**src/cts_pkg.sv**
```systemverilog
// ----------------------------------------------------------------------------
// cts_pkg
// Types, constants and the microcode program of the Taylor-series cosine block.
// ----------------------------------------------------------------------------
`default_nettype none

package cts_pkg;

    // field widths
    localparam int TERM_W  = 4;
    localparam int ANGLE_W = 32;
    localparam int VAL_W   = 64;
    localparam int ACC_W   = 2 * VAL_W;
    localparam int HALF_W  = VAL_W / 2;

    // program counter
    localparam int PC_W      = 5;
    localparam int MUL_STEPS = 7;

    // offsets inside one multiply routine
    localparam logic [2:0] MUL_LD  = 3'd0;
    localparam logic [2:0] MUL_P00 = 3'd1;
    localparam logic [2:0] MUL_P01 = 3'd2;
    localparam logic [2:0] MUL_P10 = 3'd3;
    localparam logic [2:0] MUL_P11 = 3'd4;
    localparam logic [2:0] MUL_ACC = 3'd5;
    localparam logic [2:0] MUL_RND = 3'd6;

    // program entry points
    localparam logic [PC_W-1:0] ST_FETCH = '0;
    localparam logic [PC_W-1:0] ST_XX    = ST_FETCH + PC_W'(1);
    localparam logic [PC_W-1:0] ST_TR    = ST_XX + PC_W'(MUL_STEPS);
    localparam logic [PC_W-1:0] ST_TN    = ST_TR + PC_W'(MUL_STEPS);
    localparam logic [PC_W-1:0] ST_ADD   = ST_TN + PC_W'(MUL_STEPS);
    localparam logic [PC_W-1:0] ST_DONE  = ST_ADD + PC_W'(1);

    // operand pair for a multiply
    typedef enum logic [1:0] {
        SRC_XX,     // angle times angle
        SRC_TR,     // term times reciprocal
        SRC_TN      // term times minus angle squared
    } t_src;

    // where a rounded product goes
    typedef enum logic [1:0] {
        DST_NONE,
        DST_NEGX2,
        DST_TERM
    } t_dst;

    // accumulate alignment
    typedef enum logic [1:0] {
        SH_0,
        SH_32,
        SH_64
    } t_sh;

    // sequencer branch kinds
    typedef enum logic [2:0] {
        J_NEXT,
        J_IN_WAIT,
        J_ZERO,
        J_MORE,
        J_OUT_WAIT,
        J_GOTO
    } t_jmp;

    // one control word
    typedef struct packed {
        logic            in_rdy;
        logic            ld;
        t_src            src;
        logic            mul_en;
        logic            a_hi;
        logic            b_hi;
        logic            acc_en;
        t_sh             acc_sh;
        logic            rnd_en;
        t_dst            dst;
        logic            add_en;
        logic            out_wr;
        t_jmp            jmp;
        logic [PC_W-1:0] target;
    } t_ctrl;

    // datapath status for branching
    typedef struct packed {
        logic in_fire;
        logic out_free;
        logic left_zero;
        logic left_last;
    } t_stat;

    // one step of the four partial product multiply routine
    function automatic t_ctrl mul_step(input logic [2:0] k);
        t_ctrl c;
        c = '0;
        case (k)
            MUL_LD: begin
                c.ld = 1'b1;
            end
            MUL_P00: begin
                c.mul_en = 1'b1;
            end
            MUL_P01: begin
                c.mul_en = 1'b1;
                c.b_hi   = 1'b1;
                c.acc_en = 1'b1;
                c.acc_sh = SH_0;
            end
            MUL_P10: begin
                c.mul_en = 1'b1;
                c.a_hi   = 1'b1;
                c.acc_en = 1'b1;
                c.acc_sh = SH_32;
            end
            MUL_P11: begin
                c.mul_en = 1'b1;
                c.a_hi   = 1'b1;
                c.b_hi   = 1'b1;
                c.acc_en = 1'b1;
                c.acc_sh = SH_32;
            end
            MUL_ACC: begin
                c.acc_en = 1'b1;
                c.acc_sh = SH_64;
            end
            MUL_RND: begin
                c.rnd_en = 1'b1;
            end
            default: begin
                c = '0;
            end
        endcase
        return c;
    endfunction

    // program rom
    function automatic t_ctrl ucode(input logic [PC_W-1:0] pc);
        t_ctrl      c;
        logic [2:0] k;
        c = '0;
        k = '0;
        if (pc == ST_FETCH) begin
            c.in_rdy = 1'b1;
            c.jmp    = J_IN_WAIT;
        end else if (pc < ST_TR) begin
            k     = 3'(pc - ST_XX);
            c     = mul_step(k);
            c.src = SRC_XX;
            c.dst = DST_NEGX2;
            if (k == MUL_RND) begin
                c.jmp    = J_ZERO;
                c.target = ST_DONE;
            end
        end else if (pc < ST_TN) begin
            k     = 3'(pc - ST_TR);
            c     = mul_step(k);
            c.src = SRC_TR;
            c.dst = DST_TERM;
        end else if (pc < ST_ADD) begin
            k     = 3'(pc - ST_TN);
            c     = mul_step(k);
            c.src = SRC_TN;
            c.dst = DST_TERM;
        end else if (pc == ST_ADD) begin
            c.add_en = 1'b1;
            c.jmp    = J_MORE;
            c.target = ST_TR;
        end else if (pc == ST_DONE) begin
            c.out_wr = 1'b1;
            c.jmp    = J_OUT_WAIT;
            c.target = ST_FETCH;
        end else begin
            c.jmp    = J_GOTO;
            c.target = ST_FETCH;
        end
        return c;
    endfunction

endpackage

`default_nettype wire

```
**src/cts_if.sv**
```systemverilog
// ----------------------------------------------------------------------------
// cts_if
// Valid/ready channels of the cosine block: angle in, result out, config.
// ----------------------------------------------------------------------------
`default_nettype none

interface cts_in_if import cts_pkg::*; ();
    logic                      valid;
    logic                      ready;
    logic signed [ANGLE_W-1:0] angle;

    modport source (output valid, output angle, input ready);
    modport sink   (input valid, input angle, output ready);
endinterface

interface cts_out_if import cts_pkg::*; ();
    logic                    valid;
    logic                    ready;
    logic signed [VAL_W-1:0] value;
    logic                    saturated;

    modport source (output valid, output value, output saturated, input ready);
    modport sink   (input valid, input value, input saturated, output ready);
endinterface

interface cts_cfg_if import cts_pkg::*; ();
    logic              valid;
    logic              ready;
    logic [TERM_W-1:0] term_count;

    modport source (output valid, output term_count, input ready);
    modport sink   (input valid, input term_count, output ready);
endinterface

`default_nettype wire

```
**src/cts_seq.sv**
```systemverilog
// ----------------------------------------------------------------------------
// cts_seq
// Microcode sequencer: step counter, program rom and branch logic.
// ----------------------------------------------------------------------------
`default_nettype none

module cts_seq import cts_pkg::*; (
    input  wire logic  i_clk,
    input  wire logic  i_rst_n,
    input  wire t_stat i_stat,
    output t_ctrl      o_ctrl
);

    logic [PC_W-1:0] r_pc;
    logic [PC_W-1:0] n_pc;
    t_ctrl           w_ctrl;

    // control word of the current step
    always_comb begin
        w_ctrl = ucode(r_pc);
    end

    assign o_ctrl = w_ctrl;

    // branch resolution
    always_comb begin
        n_pc = r_pc + PC_W'(1);
        case (w_ctrl.jmp)
            J_NEXT:     n_pc = r_pc + PC_W'(1);
            J_IN_WAIT:  n_pc = i_stat.in_fire ? r_pc + PC_W'(1) : r_pc;
            J_ZERO:     n_pc = i_stat.left_zero ? w_ctrl.target : r_pc + PC_W'(1);
            J_MORE:     n_pc = i_stat.left_last ? r_pc + PC_W'(1) : w_ctrl.target;
            J_OUT_WAIT: n_pc = i_stat.out_free ? w_ctrl.target : r_pc;
            J_GOTO:     n_pc = w_ctrl.target;
            default:    n_pc = ST_FETCH;
        endcase
    end

    // step counter
    always_ff @(posedge i_clk) begin
        if (!i_rst_n) begin
            r_pc <= ST_FETCH;
        end else begin
            r_pc <= n_pc;
        end
    end

endmodule

`default_nettype wire

```
**src/cts_dp.sv**
```systemverilog
// ----------------------------------------------------------------------------
// cts_dp
// Datapath: shared 32x32 multiplier, 128-bit accumulator, rounding and
// saturation, series sum, term count register and output register.
// ----------------------------------------------------------------------------
`default_nettype none

module cts_dp import cts_pkg::*; #(
    parameter int MAX_TERMS = 15,
    parameter int FRAC_BITS = 24
) (
    input  wire logic  i_clk,
    input  wire logic  i_rst_n,
    input  wire t_ctrl i_ctrl,
    output t_stat      o_stat,
    cts_in_if.sink     i_in,
    cts_out_if.source  o_out,
    cts_cfg_if.sink    i_cfg
);

    localparam logic [VAL_W-1:0] ONE   = VAL_W'(1) << FRAC_BITS;
    localparam logic [ACC_W-1:0] RND   = ACC_W'(1) << (FRAC_BITS - 1);
    localparam logic [VAL_W-1:0] S_MAX = {1'b0, {(VAL_W-1){1'b1}}};
    localparam logic [VAL_W-1:0] S_MIN = {1'b1, {(VAL_W-1){1'b0}}};

    // reciprocals of (2i-1)(2i), rounded, worked out at elaboration
    logic [VAL_W-1:0] w_recip [1:MAX_TERMS];

    for (genvar g = 1; g <= MAX_TERMS; g++) begin : g_rcp
        localparam longint unsigned DEN = longint'((2 * g - 1) * (2 * g));
        localparam logic [VAL_W-1:0] RCP = ((VAL_W'(1) << FRAC_BITS) + DEN / 2) / DEN;
        assign w_recip[g] = RCP;
    end

    // control registers
    logic [TERM_W-1:0] r_term_count;
    logic              r_out_valid;

    // payload registers
    logic signed [ANGLE_W-1:0] r_x;
    logic [VAL_W-1:0]          r_term;
    logic [VAL_W-1:0]          r_sum;
    logic [VAL_W-1:0]          r_negx2;
    logic [VAL_W-1:0]          r_ua;
    logic [VAL_W-1:0]          r_ub;
    logic                      r_neg;
    logic [ACC_W-1:0]          r_acc;
    logic [VAL_W-1:0]          r_prod;
    logic                      r_sat;
    logic [TERM_W-1:0]         r_left;
    logic [TERM_W-1:0]         r_i;
    logic [VAL_W-1:0]          r_value;
    logic                      r_osat;

    logic             w_in_fire;
    logic             w_out_free;
    logic [VAL_W-1:0] w_opa;
    logic [VAL_W-1:0] w_opb;
    logic [HALF_W-1:0] w_ha;
    logic [HALF_W-1:0] w_hb;
    logic [ACC_W-1:0] w_addend;
    logic             w_ovf;
    logic [VAL_W-1:0] w_q;
    logic [VAL_W-1:0] w_rnd_res;
    logic             w_rnd_sat;
    logic [VAL_W:0]   w_sum_ext;
    logic [VAL_W-1:0] w_add_res;
    logic             w_add_sat;
    logic [TERM_W-1:0] w_n;

    // handshakes
    assign w_in_fire    = i_ctrl.in_rdy && i_in.valid;
    assign i_in.ready   = i_ctrl.in_rdy;
    assign i_cfg.ready  = 1'b1;
    assign w_out_free   = !r_out_valid || o_out.ready;
    assign o_out.valid     = r_out_valid;
    assign o_out.value     = r_value;
    assign o_out.saturated = r_osat;

    assign o_stat.in_fire   = w_in_fire;
    assign o_stat.out_free  = w_out_free;
    assign o_stat.left_zero = (r_left == '0);
    assign o_stat.left_last = (r_left == TERM_W'(1));

    // term count clamped to the table size
    assign w_n = (r_term_count > TERM_W'(MAX_TERMS)) ? TERM_W'(MAX_TERMS) : r_term_count;

    // operand selection
    always_comb begin
        case (i_ctrl.src)
            SRC_XX: begin
                w_opa = VAL_W'(r_x);
                w_opb = VAL_W'(r_x);
            end
            SRC_TR: begin
                w_opa = r_term;
                w_opb = w_recip[r_i];
            end
            SRC_TN: begin
                w_opa = r_term;
                w_opb = r_negx2;
            end
            default: begin
                w_opa = r_term;
                w_opb = r_negx2;
            end
        endcase
    end

    // multiplier halves
    assign w_ha = i_ctrl.a_hi ? r_ua[VAL_W-1:HALF_W] : r_ua[HALF_W-1:0];
    assign w_hb = i_ctrl.b_hi ? r_ub[VAL_W-1:HALF_W] : r_ub[HALF_W-1:0];

    // partial product alignment
    always_comb begin
        case (i_ctrl.acc_sh)
            SH_0:    w_addend = {{VAL_W{1'b0}}, r_prod};
            SH_32:   w_addend = {{HALF_W{1'b0}}, r_prod, {HALF_W{1'b0}}};
            SH_64:   w_addend = {r_prod, {VAL_W{1'b0}}};
            default: w_addend = {{VAL_W{1'b0}}, r_prod};
        endcase
    end

    // rounding already in the accumulator, so only range check and sign here
    always_comb begin
        w_ovf     = |r_acc[ACC_W-1:VAL_W+FRAC_BITS];
        w_q       = w_ovf ? {VAL_W{1'b1}} : r_acc[FRAC_BITS +: VAL_W];
        w_rnd_sat = 1'b0;
        if (r_neg) begin
            if (w_q > S_MIN) begin
                w_rnd_sat = 1'b1;
                w_rnd_res = S_MIN;
            end else begin
                w_rnd_res = -w_q;
            end
        end else begin
            if (w_q[VAL_W-1]) begin
                w_rnd_sat = 1'b1;
                w_rnd_res = S_MAX;
            end else begin
                w_rnd_res = w_q;
            end
        end
    end

    // saturating series add
    always_comb begin
        w_sum_ext = {r_sum[VAL_W-1], r_sum} + {r_term[VAL_W-1], r_term};
        w_add_sat = (w_sum_ext[VAL_W] != w_sum_ext[VAL_W-1]);
        if (w_add_sat) begin
            w_add_res = w_sum_ext[VAL_W] ? S_MIN : S_MAX;
        end else begin
            w_add_res = w_sum_ext[VAL_W-1:0];
        end
    end

    // control state
    always_ff @(posedge i_clk) begin
        if (!i_rst_n) begin
            r_term_count <= TERM_W'(15);
            r_out_valid  <= 1'b0;
        end else begin
            if (i_cfg.valid) begin
                r_term_count <= i_cfg.term_count;
            end
            if (i_ctrl.out_wr && w_out_free) begin
                r_out_valid <= 1'b1;
            end else if (o_out.ready) begin
                r_out_valid <= 1'b0;
            end
        end
    end

    // datapath registers
    always_ff @(posedge i_clk) begin
        // new angle beat
        if (w_in_fire) begin
            r_x    <= i_in.angle;
            r_sum  <= ONE;
            r_term <= ONE;
            r_sat  <= 1'b0;
            r_left <= w_n;
            r_i    <= TERM_W'(1);
        end
        // operand load, accumulator preset with the rounding half
        if (i_ctrl.ld) begin
            r_ua  <= w_opa[VAL_W-1] ? -w_opa : w_opa;
            r_ub  <= w_opb[VAL_W-1] ? -w_opb : w_opb;
            r_neg <= (i_ctrl.src == SRC_XX) ? 1'b1 : (w_opa[VAL_W-1] ^ w_opb[VAL_W-1]);
            r_acc <= RND;
        end
        if (i_ctrl.mul_en) begin
            r_prod <= VAL_W'(w_ha) * VAL_W'(w_hb);
        end
        if (i_ctrl.acc_en) begin
            r_acc <= r_acc + w_addend;
        end
        // write back rounded product
        if (i_ctrl.rnd_en) begin
            r_sat <= r_sat | w_rnd_sat;
            case (i_ctrl.dst)
                DST_NEGX2: r_negx2 <= w_rnd_res;
                DST_TERM:  r_term  <= w_rnd_res;
                default:   r_term  <= r_term;
            endcase
        end
        if (i_ctrl.add_en) begin
            r_sum  <= w_add_res;
            r_sat  <= r_sat | w_add_sat;
            r_left <= r_left - TERM_W'(1);
            r_i    <= r_i + TERM_W'(1);
        end
        // result beat
        if (i_ctrl.out_wr && w_out_free) begin
            r_value <= r_sum;
            r_osat  <= r_sat;
        end
    end

endmodule

`default_nettype wire

```
**src/cos_taylor_series.sv**
```systemverilog
// ----------------------------------------------------------------------------
// cos_taylor_series
// Truncated Taylor-series cosine of a Q7.24 angle, Q39.24 saturating result.
// ----------------------------------------------------------------------------
// One angle beat gives one result beat. The block works on one angle at a
// time: a microcoded sequencer drives one shared 32x32 multiplier, and every
// fixed-point product takes seven steps (operand load, four partial products,
// a final accumulate, round and clamp). The series sums term_count terms,
// clamped to MAX_TERMS, with a reset value of 15. The result is written
// once the output register is free, and only then is the next angle
// taken. A finished result waits in the output register while the next
// angle is accepted. term_count is to be written only while the block is
// idle; the block itself does not enforce it. Its channel is always ready.
// saturated reports any clamp of a product or of the running sum.
// ----------------------------------------------------------------------------
`default_nettype none

module cos_taylor_series import cts_pkg::*; #(
    parameter int MAX_TERMS = 15,
    parameter int FRAC_BITS = 24
) (
    input  wire logic i_clk,
    input  wire logic i_rst_n,
    cts_in_if.sink    i_in,
    cts_out_if.source o_out,
    cts_cfg_if.sink   i_cfg
);

    t_ctrl w_ctrl;
    t_stat w_stat;

    // microcode sequencer
    cts_seq u_seq (
        .i_clk   (i_clk),
        .i_rst_n (i_rst_n),
        .i_stat  (w_stat),
        .o_ctrl  (w_ctrl)
    );

    // arithmetic datapath
    cts_dp #(
        .MAX_TERMS (MAX_TERMS),
        .FRAC_BITS (FRAC_BITS)
    ) u_dp (
        .i_clk   (i_clk),
        .i_rst_n (i_rst_n),
        .i_ctrl  (w_ctrl),
        .o_stat  (w_stat),
        .i_in    (i_in),
        .o_out   (o_out),
        .i_cfg   (i_cfg)
    );

endmodule

`default_nettype wire

```
**src/flat_wrapper.sv**
```systemverilog
// flat-port wrapper written by rule: the top's interface ports become plain ports
module cos_taylor_series_flat import cts_pkg::*;
#(
    parameter int MAX_TERMS = 15,
    parameter int FRAC_BITS = 24
)
  (i_clk, i_rst_n, i_in_valid, i_in_angle, i_in_ready, o_out_valid, o_out_value, o_out_saturated, o_out_ready, i_cfg_valid, i_cfg_term_count, i_cfg_ready);
  cts_in_if i_in_i ();
  cts_out_if o_out_i ();
  cts_cfg_if i_cfg_i ();
  input  wire logic i_clk;
  input  wire logic i_rst_n;
  input wire logic [$bits(i_in_i.valid)-1:0] i_in_valid;
  input wire logic [$bits(i_in_i.angle)-1:0] i_in_angle;
  output wire logic [$bits(i_in_i.ready)-1:0] i_in_ready;
  output wire logic [$bits(o_out_i.valid)-1:0] o_out_valid;
  output wire logic [$bits(o_out_i.value)-1:0] o_out_value;
  output wire logic [$bits(o_out_i.saturated)-1:0] o_out_saturated;
  input wire logic [$bits(o_out_i.ready)-1:0] o_out_ready;
  input wire logic [$bits(i_cfg_i.valid)-1:0] i_cfg_valid;
  input wire logic [$bits(i_cfg_i.term_count)-1:0] i_cfg_term_count;
  output wire logic [$bits(i_cfg_i.ready)-1:0] i_cfg_ready;
  assign i_in_i.valid = i_in_valid;
  assign i_in_i.angle = i_in_angle;
  assign i_in_ready = i_in_i.ready;
  assign o_out_valid = o_out_i.valid;
  assign o_out_value = o_out_i.value;
  assign o_out_saturated = o_out_i.saturated;
  assign o_out_i.ready = o_out_ready;
  assign i_cfg_i.valid = i_cfg_valid;
  assign i_cfg_i.term_count = i_cfg_term_count;
  assign i_cfg_ready = i_cfg_i.ready;
  cos_taylor_series #(.MAX_TERMS(MAX_TERMS), .FRAC_BITS(FRAC_BITS)) u_core (.i_clk(i_clk), .i_rst_n(i_rst_n), .i_in(i_in_i), .o_out(o_out_i), .i_cfg(i_cfg_i));
endmodule
```
**config.mk**
```make
export PLATFORM = sky130hd
export DESIGN_NAME = cos_taylor_series_flat
export DESIGN_NICKNAME = d
export VERILOG_FILES = /design/src/cts_pkg.sv /design/src/cts_if.sv /design/src/cts_seq.sv /design/src/cts_dp.sv /design/src/cos_taylor_series.sv /design/src/flat_wrapper.sv
export SDC_FILE = /design/constraint.sdc
export NUM_CORES = 2
export LEC_CHECK = 0
export BUFFER_PORTS_ARGS = -buffer_cell sky130_fd_sc_hd__buf_4
export CAP_MARGIN = 0
export CORE_MARGIN = 2
export CORE_UTILIZATION = 50
export CTS_CLUSTER_SIZE = 28
export DETAILED_ROUTE_END_ITERATION = 7
export PLACE_DENSITY = 0.66
export RECOVER_POWER = 25
export SYNTH_ARGS = -nofsm -noshare
export SYNTH_HDL_FRONTEND = slang
export SYNTH_SLANG_ARGS = --single-unit
export TNS_END_PERCENT = 100
```
**constraint.sdc**
```tcl
create_clock -name i_clk -period 13.9 [get_ports i_clk]
set_input_delay 0.695 -clock i_clk [delete_from_list [all_inputs] [get_ports i_clk]]
set_output_delay 0.695 -clock i_clk [all_outputs]
set_load 0.02 [all_outputs]
```
# [Word level (Yosys, flattened, before mapping)]
# Memory sizes are Yosys's and may differ from the RTL's.
# Cells that the tools add are included.
[word_totals] register_bits=629 in_bits=41 latchBits=0 output_inout_bits=68 mem_count=1 mem_bits_rw=0 elab_cells=176 mem_bits_ro=1024
[memory_table] name="(no name shown)" depth=16 width=64 rd=1 rd_ports_with_merged_regs=0 wr=0 line="cts_dp.sv:97" text="w_opb = w_recip[r_i];"
[classes] n_eq_ne=35 n_bitwise=4 div_mod_pow=0 add_sub_neg=11 mux=72 n_mul=1 magnitude_cmp=6 shift=0 reduce_logical=27
[ops] operator="$mux W64" count=12
[ops] operator="$mux W128" count=2
[ops] operator="$pmux W128 S2" count=1
[ops] operator="$pmux W64 S2" count=2
[ops] operator="$neg A64 Y64" count=3
[ops] operator="$mux W63" count=3
[ops] operator="$add A128 B128 Y128" count=1
[ops] operator="$add A64 B64 Y65" count=1
[ops] operator="$gt A64 B64 Y1 const B" count=1
[ops] operator="$mul A32 B32 Y64" count=1
[ops] operator="$mux W32" count=2
[ops] operator="$mux W22" count=2
[ops] operator="$reduce_or A40 Y1" count=1
[ops] operator="$eq A3 B3 Y1 const B" count=11
[ops] operator="$pmux W5 S6" count=1
[ops] operator="$mux W1" count=27
[ops] operator="$pmux W3 S3" count=3
[ops] operator="$mux W5" count=5
[ops] operator="$eq A3 B2 Y1 const B" count=8
[ops] operator="$mux W4" count=5
[ops] operator="$mux W14" count=1
[ops] operator="$eq A3 B1 Y1 const B" count=4
[ops] operator="$logic_not A3 Y1" count=4
[ops] operator="$mux W12" count=1
[ops] operator="35 further kinds" count=54

# [Logic depth before layout (Yosys ltp)]
[logic_depth] depth_word=12 mapped_depth=41 ltp_nobuf=35

# [By module]
# A second synthesis with hierarchy kept.
[unflattened] cells_unflattened=8168 area_unflattened_um2=74965.6
[modules_own_cells] mod="cts_dp" area_each_um2=74022.2 seq_area_each_um2=18687.9 instances=1 cells_each=8030
[modules_own_cells] mod="cts_seq" area_each_um2=943.4 seq_area_each_um2=100.1 instances=1 cells_each=138

# [Worst setup path before layout]
# OpenSTA, ideal clock, no wires.
[synth_timing] path_kind="register to register" startpoint="register u_core.u_seq.r_pc[1]" endpoint="register u_core.u_dp.r_acc[0], enable pin" setup_slack_ns=2.100 setup_ns=0.503 t_required_ns=13.397 n_path_buf=3 stages_incl_launch_ff=11 arrival_ns=11.297 synth_period_minus_slack_ns=11.800 cell_sequence="dfxtp_1 -> ha_1 -> buf_4 -> nand2_1 -> o21ai_2 -> buf_6 -> clkbuf_1 -> a32o_1 -> nor2_1 -> a21oi_1 -> nand2b_1"
[synth_rtl] item="start: declaration" line="cts_seq.sv:14" text="logic [PC_W-1:0] r_pc;"
[synth_rtl] item="start signal: assignment" line="cts_seq.sv:44" text="r_pc <= n_pc;"
[synth_rtl] item="end signal: assignment" line="cts_dp.sv:196" text="r_acc <= r_acc + w_addend;"
[synth_rtl] item="end: declaration" line="cts_dp.sv:47" text="logic [ACC_W-1:0] r_acc;"

# [Final worst setup path]
[layout_timing] startpoint="register u_core.u_seq.r_pc[2]" endpoint="register u_core.u_dp.r_prod[63], data pin"
[layout_between] elab_chain_cells=10 elab_cells_between_ends=35 classes_between="3 x add/sub; 1 x mul; 3 x order compare; 9 x eq/ne; 12 x mux; 7 x reduce/logical"
[layout_lines] item="$sub A3 B3 Y3" line="cts_pkg.sv:162" text="k = 3'(pc - ST_TN);"
[layout_lines] item="$eq A3 B3 Y1 or $eq A3 B2 Y1 (tied branches)" line="cts_pkg.sv:98" text="case (k)"
[layout_lines] item="$reduce_or A2 Y1 (no source line)"
[layout_lines] item="$mux W1" line="cts_pkg.sv:98"
[layout_lines] item="$mux W12" line="cts_pkg.sv:161" text="end else if (pc < ST_ADD) begin"
[layout_lines] item="$mux W22" line="cts_pkg.sv:156" text="end else if (pc < ST_TN) begin"
[layout_lines] item="$mux W22" line="cts_pkg.sv:147" text="end else if (pc < ST_TR) begin"
[layout_lines] item="$mux W14 *" line="cts_pkg.sv:144" text="if (pc == ST_FETCH) begin"
[layout_lines] item="$mux W32, on equally long branches" line="cts_dp.sv:111, cts_dp.sv:112"
[layout_lines] item="$mul A32 B32 Y64 *" line="cts_dp.sv:193" text="r_prod <= VAL_W'(w_ha) * VAL_W'(w_hb);"
[layout_lines] item="end signal: assignment" line="cts_dp.sv:193"
[layout_lines] item="end: declaration" line="cts_dp.sv:48" text="logic [VAL_W-1:0] r_prod;"
# Every way passes the cells marked *; elsewhere a longest branch is shown, timed or not.
# A chain may end at the register's enable or synchronous reset.

==> results.py <==
metrics = {
    "yosys": {
        "synth_area_per_cell_um2": 8.99,
        "synth-seq-area-share": 0.248,
        "synth.area.mux_share": 0.0240,
        "synth_commonest_cells": "nor2_1 (1050), nand2_1 (1001), inv_1 (990), fa_1 (898), edfxtp_1 (619)",
        "synth_warnings": 0,
        "netlist_area_um2": 75700,
        "ys.flop_type": "edfxtp_1",
        "ys_seq_elements": 629,
        "synthMostInstantiatedCell": "nor2_1",
        "synth-adder-area-share": 0.317,
        "synth_cell_types": 95,
        "synth_top_family_by_area": "adder cells",
        "synth_xor_area_frac": 0.0385,
        "syn_inst": 8415,
        "async_flop_share": 0,
        "synthSimpleGateAreaFrac": 0.167,
        "synth_top_area_cell": "edfxtp_1",
        "synth_top_area_frac": 0.246,
        "synth_compound_area_frac": 0.132,
        "ys_top_cells_by_area": "edfxtp_1 (25%), fa_1 (24%), ha_1 (8.0%)",
        "synth_edf_count": 619,
    },
    "run_status": {
        "violations": "design-rule violations, max-capacitance violations, max-slew violations",
        "status": "finished with violations",
    },
    "die": {
        "dieArea_um2": 154000,
        "start_util": 0.504,
        "io_pins": 109,
        "die_w_um": 393,
        "rows": 142,
        "die_height_um": 393,
        "core_um2": 150000,
    },
    "cts": {
        "postCtsHoldBufs": 0,
        "numCtsBuffers": 71,
        "cts.repair.resized": 0,
        "clock-sinks": 629,
        "clockRootBuffer": "clkbuf_16",
        "cts_tree": "built",
        "postCtsSetupRepairBufs": 0,
        "clock_latency_ps": 670,
        "h-tree-depth": 3,
        "clk_pin_slew_ps": 60,
        "clk_path_buf_depth": 3,
    },
    "detailed_routing": {
        "dr_total_vias": 64600,
        "drtAntennaViolNets": 0,
        "wirelength_mm": 285,
        "wl_per_cell_um": 27.4,
        "vias_per_cell": 6.20,
        "post-route-drc-count": 1,
        "detail_route.first_pass.iterations": 8,
        "drt_iter0_drc": 7697,
    },
    "global_routing": {
        "track_usage": 0.368,
        "antenna_found_initial": 18,
        "grt_max_degree": 104,
        "grt_pass1_wl_mm": 416,
        "grt-ovfl-total": 0,
        "first_global_vias": 63100,
    },
    "sta": {
        "tightest_slew_ps": 3710,
        "finClkSkew_ps": 34.2,
        "setup_tns_ps": 0,
        "max_freq_mhz": 77.3,
        "finalCritPeriodShare": 0.931,
        "final_max_slew_viol_count": 321,
        "hold_viol_final": 0,
        "setup_violations": 0,
        "slew_headroom": -1.48,
        "rsz0062_at_grt": "false",
        "post-route-min-period_ps": 12940,
    },
    "finish": {
        "fin_nets": 9763,
        "drive_gt1_frac": 0.0548,
        "area_growth_pct": 6.86,
        "fillers": 13900,
    },
    "setup_path": {
        "slowest_stage": "mux2i_2",
        "max_stage_delay_ps": 1030,
        "cp_common_cell": "fa_1",
        "required_ps": 14290,
        "crit_family": "adder cells",
        "cp_data_arrival_time_ps": 13330,
        "critPathMaxFanout": 30,
        "critPathKind": "register to register",
        "critPathBufInv": 7,
        "critPathLaunchType": "register",
        "endpoint_kind": "register",
    },
    "run": {
        "cap_violations": 7,
    },
    "placed_design": {
        "place.gp.congestion": 1.09,
        "port_buffers": 107,
        "dp_hpwl_mm": 227,
    },
    "hold_path": {
        "holdCritPathClass": "input pin to register",
    },
}
## cell families after synthesis
kind of cell | count (synthesis)
and+or+nand+nor | 2867
DFF | 629
other | 1
AOI/OAI and AO/OA | 1601
adders and majority gates | 1379
muxes | 170
xor gates and xnor gates | 333
buffers and inverters | 1435
## through the flow
step | hold slack, ps | util | instance area (um^2) | std cells | setup WS [ps]
floorplan | 426 | - | 75900 | 8479 | 2100
global placement | 459 | 0.525 | 78800 | 10300 | 1380
detailed placement | 450 | 0.525 | 78800 | 10300 | 1230
CTS | 169 | 0.540 | 81100 | 10400 | 1160
global route | 216 | 0.539 | 80900 | 10400 | 165
finish | 238 | 0.539 | 80900 | 10400 | 956
## cell usage in the layout (no fill, tap or decap), types with 127 or more instances in the layout
| master | Yosys | routed |
|---|---|---|
| edfxtp_1 | 619 | 619 |
| nor2_1 | 1050 | 1050 |
| nand2_1 | 1001 | 1000 |
| xnor2_1 | 173 | 173 |
| inv_1 | 990 | 990 |
| a21oi_1 | 485 | 479 |
| o21ai_0 | 408 | 408 |
| nor3_1 | 148 | 147 |
| ha_1 | 481 | 479 |
| fa_1 | 898 | 898 |
| a21o_1 | 133 | 133 |
| xor2_1 | 160 | 160 |
| buf_4 | 7 | 127 |
## sequential cells by signal, summed over array words and instances (netlist names)
signal,cells
u_core.u_dp.r_acc,128
u_core.u_dp.o_out.value,64
u_core.u_dp.r_negx2,64
u_core.u_dp.r_prod,64
u_core.u_dp.r_sum,64
u_core.u_dp.r_term,64
u_core.u_dp.r_ua,64
u_core.u_dp.r_ub,64
u_core.u_dp.r_x,32
u_core.u_seq.r_pc,5
u_core.u_dp.r_i,4
u_core.u_dp.r_left,4
u_core.u_dp.r_term_count,4
u_core.u_dp.o_out.saturated,1
u_core.u_dp.o_out.valid,1
u_core.u_dp.r_neg,1
u_core.u_dp.r_sat,1
## path summary, 6_finish.rpt
kind	start	end	slack, ps	cells past startpoint
max	u_core.u_seq.r_pc[2]	u_core.u_dp.r_prod[63]	960	33
min	i_in_angle[31]	u_core.u_dp.r_x[31]	240	1
max reg2reg	u_core.u_seq.r_pc[2]	u_core.u_dp.r_prod[63]	960	33
min reg2reg	u_core.u_dp.r_sum[16]	u_core.u_dp.o_out.value[16]	480	0
## routing by layer
layer | vias up | share of wire | GRT usage
met5 | - | 0.00049 | 0
met4 | 14 | 0.065 | 0.201
met1 | 32200 | 0.39 | 0.485
met3 | 740 | 0.11 | 0.0841
met2 | 3510 | 0.44 | 0.563
li1 | 28100 | - | -
## area by class of cell
| cell class | instances | area (um^2) | area share |
|---|---|---|---|
| repair buffers | 234 | 1490 | 0.0184 |
| diodes | 4 | 10.0 | 0.000124 |
| multi-input cells | 6415 | 52000 | 0.643 |
| clock inverters | 41 | 475 | 0.00588 |
| inverters | 992 | 3720 | 0.0460 |
| well taps | 2016 | 2520 | 0.0312 |
| flip-flops and latches | 629 | 18800 | 0.232 |
| clock buffers | 85 | 1850 | 0.0229 |
Power is left out: the tool's default activity adds up to more than one toggle a clock period on the data nets, which glitch-free logic cannot reach.
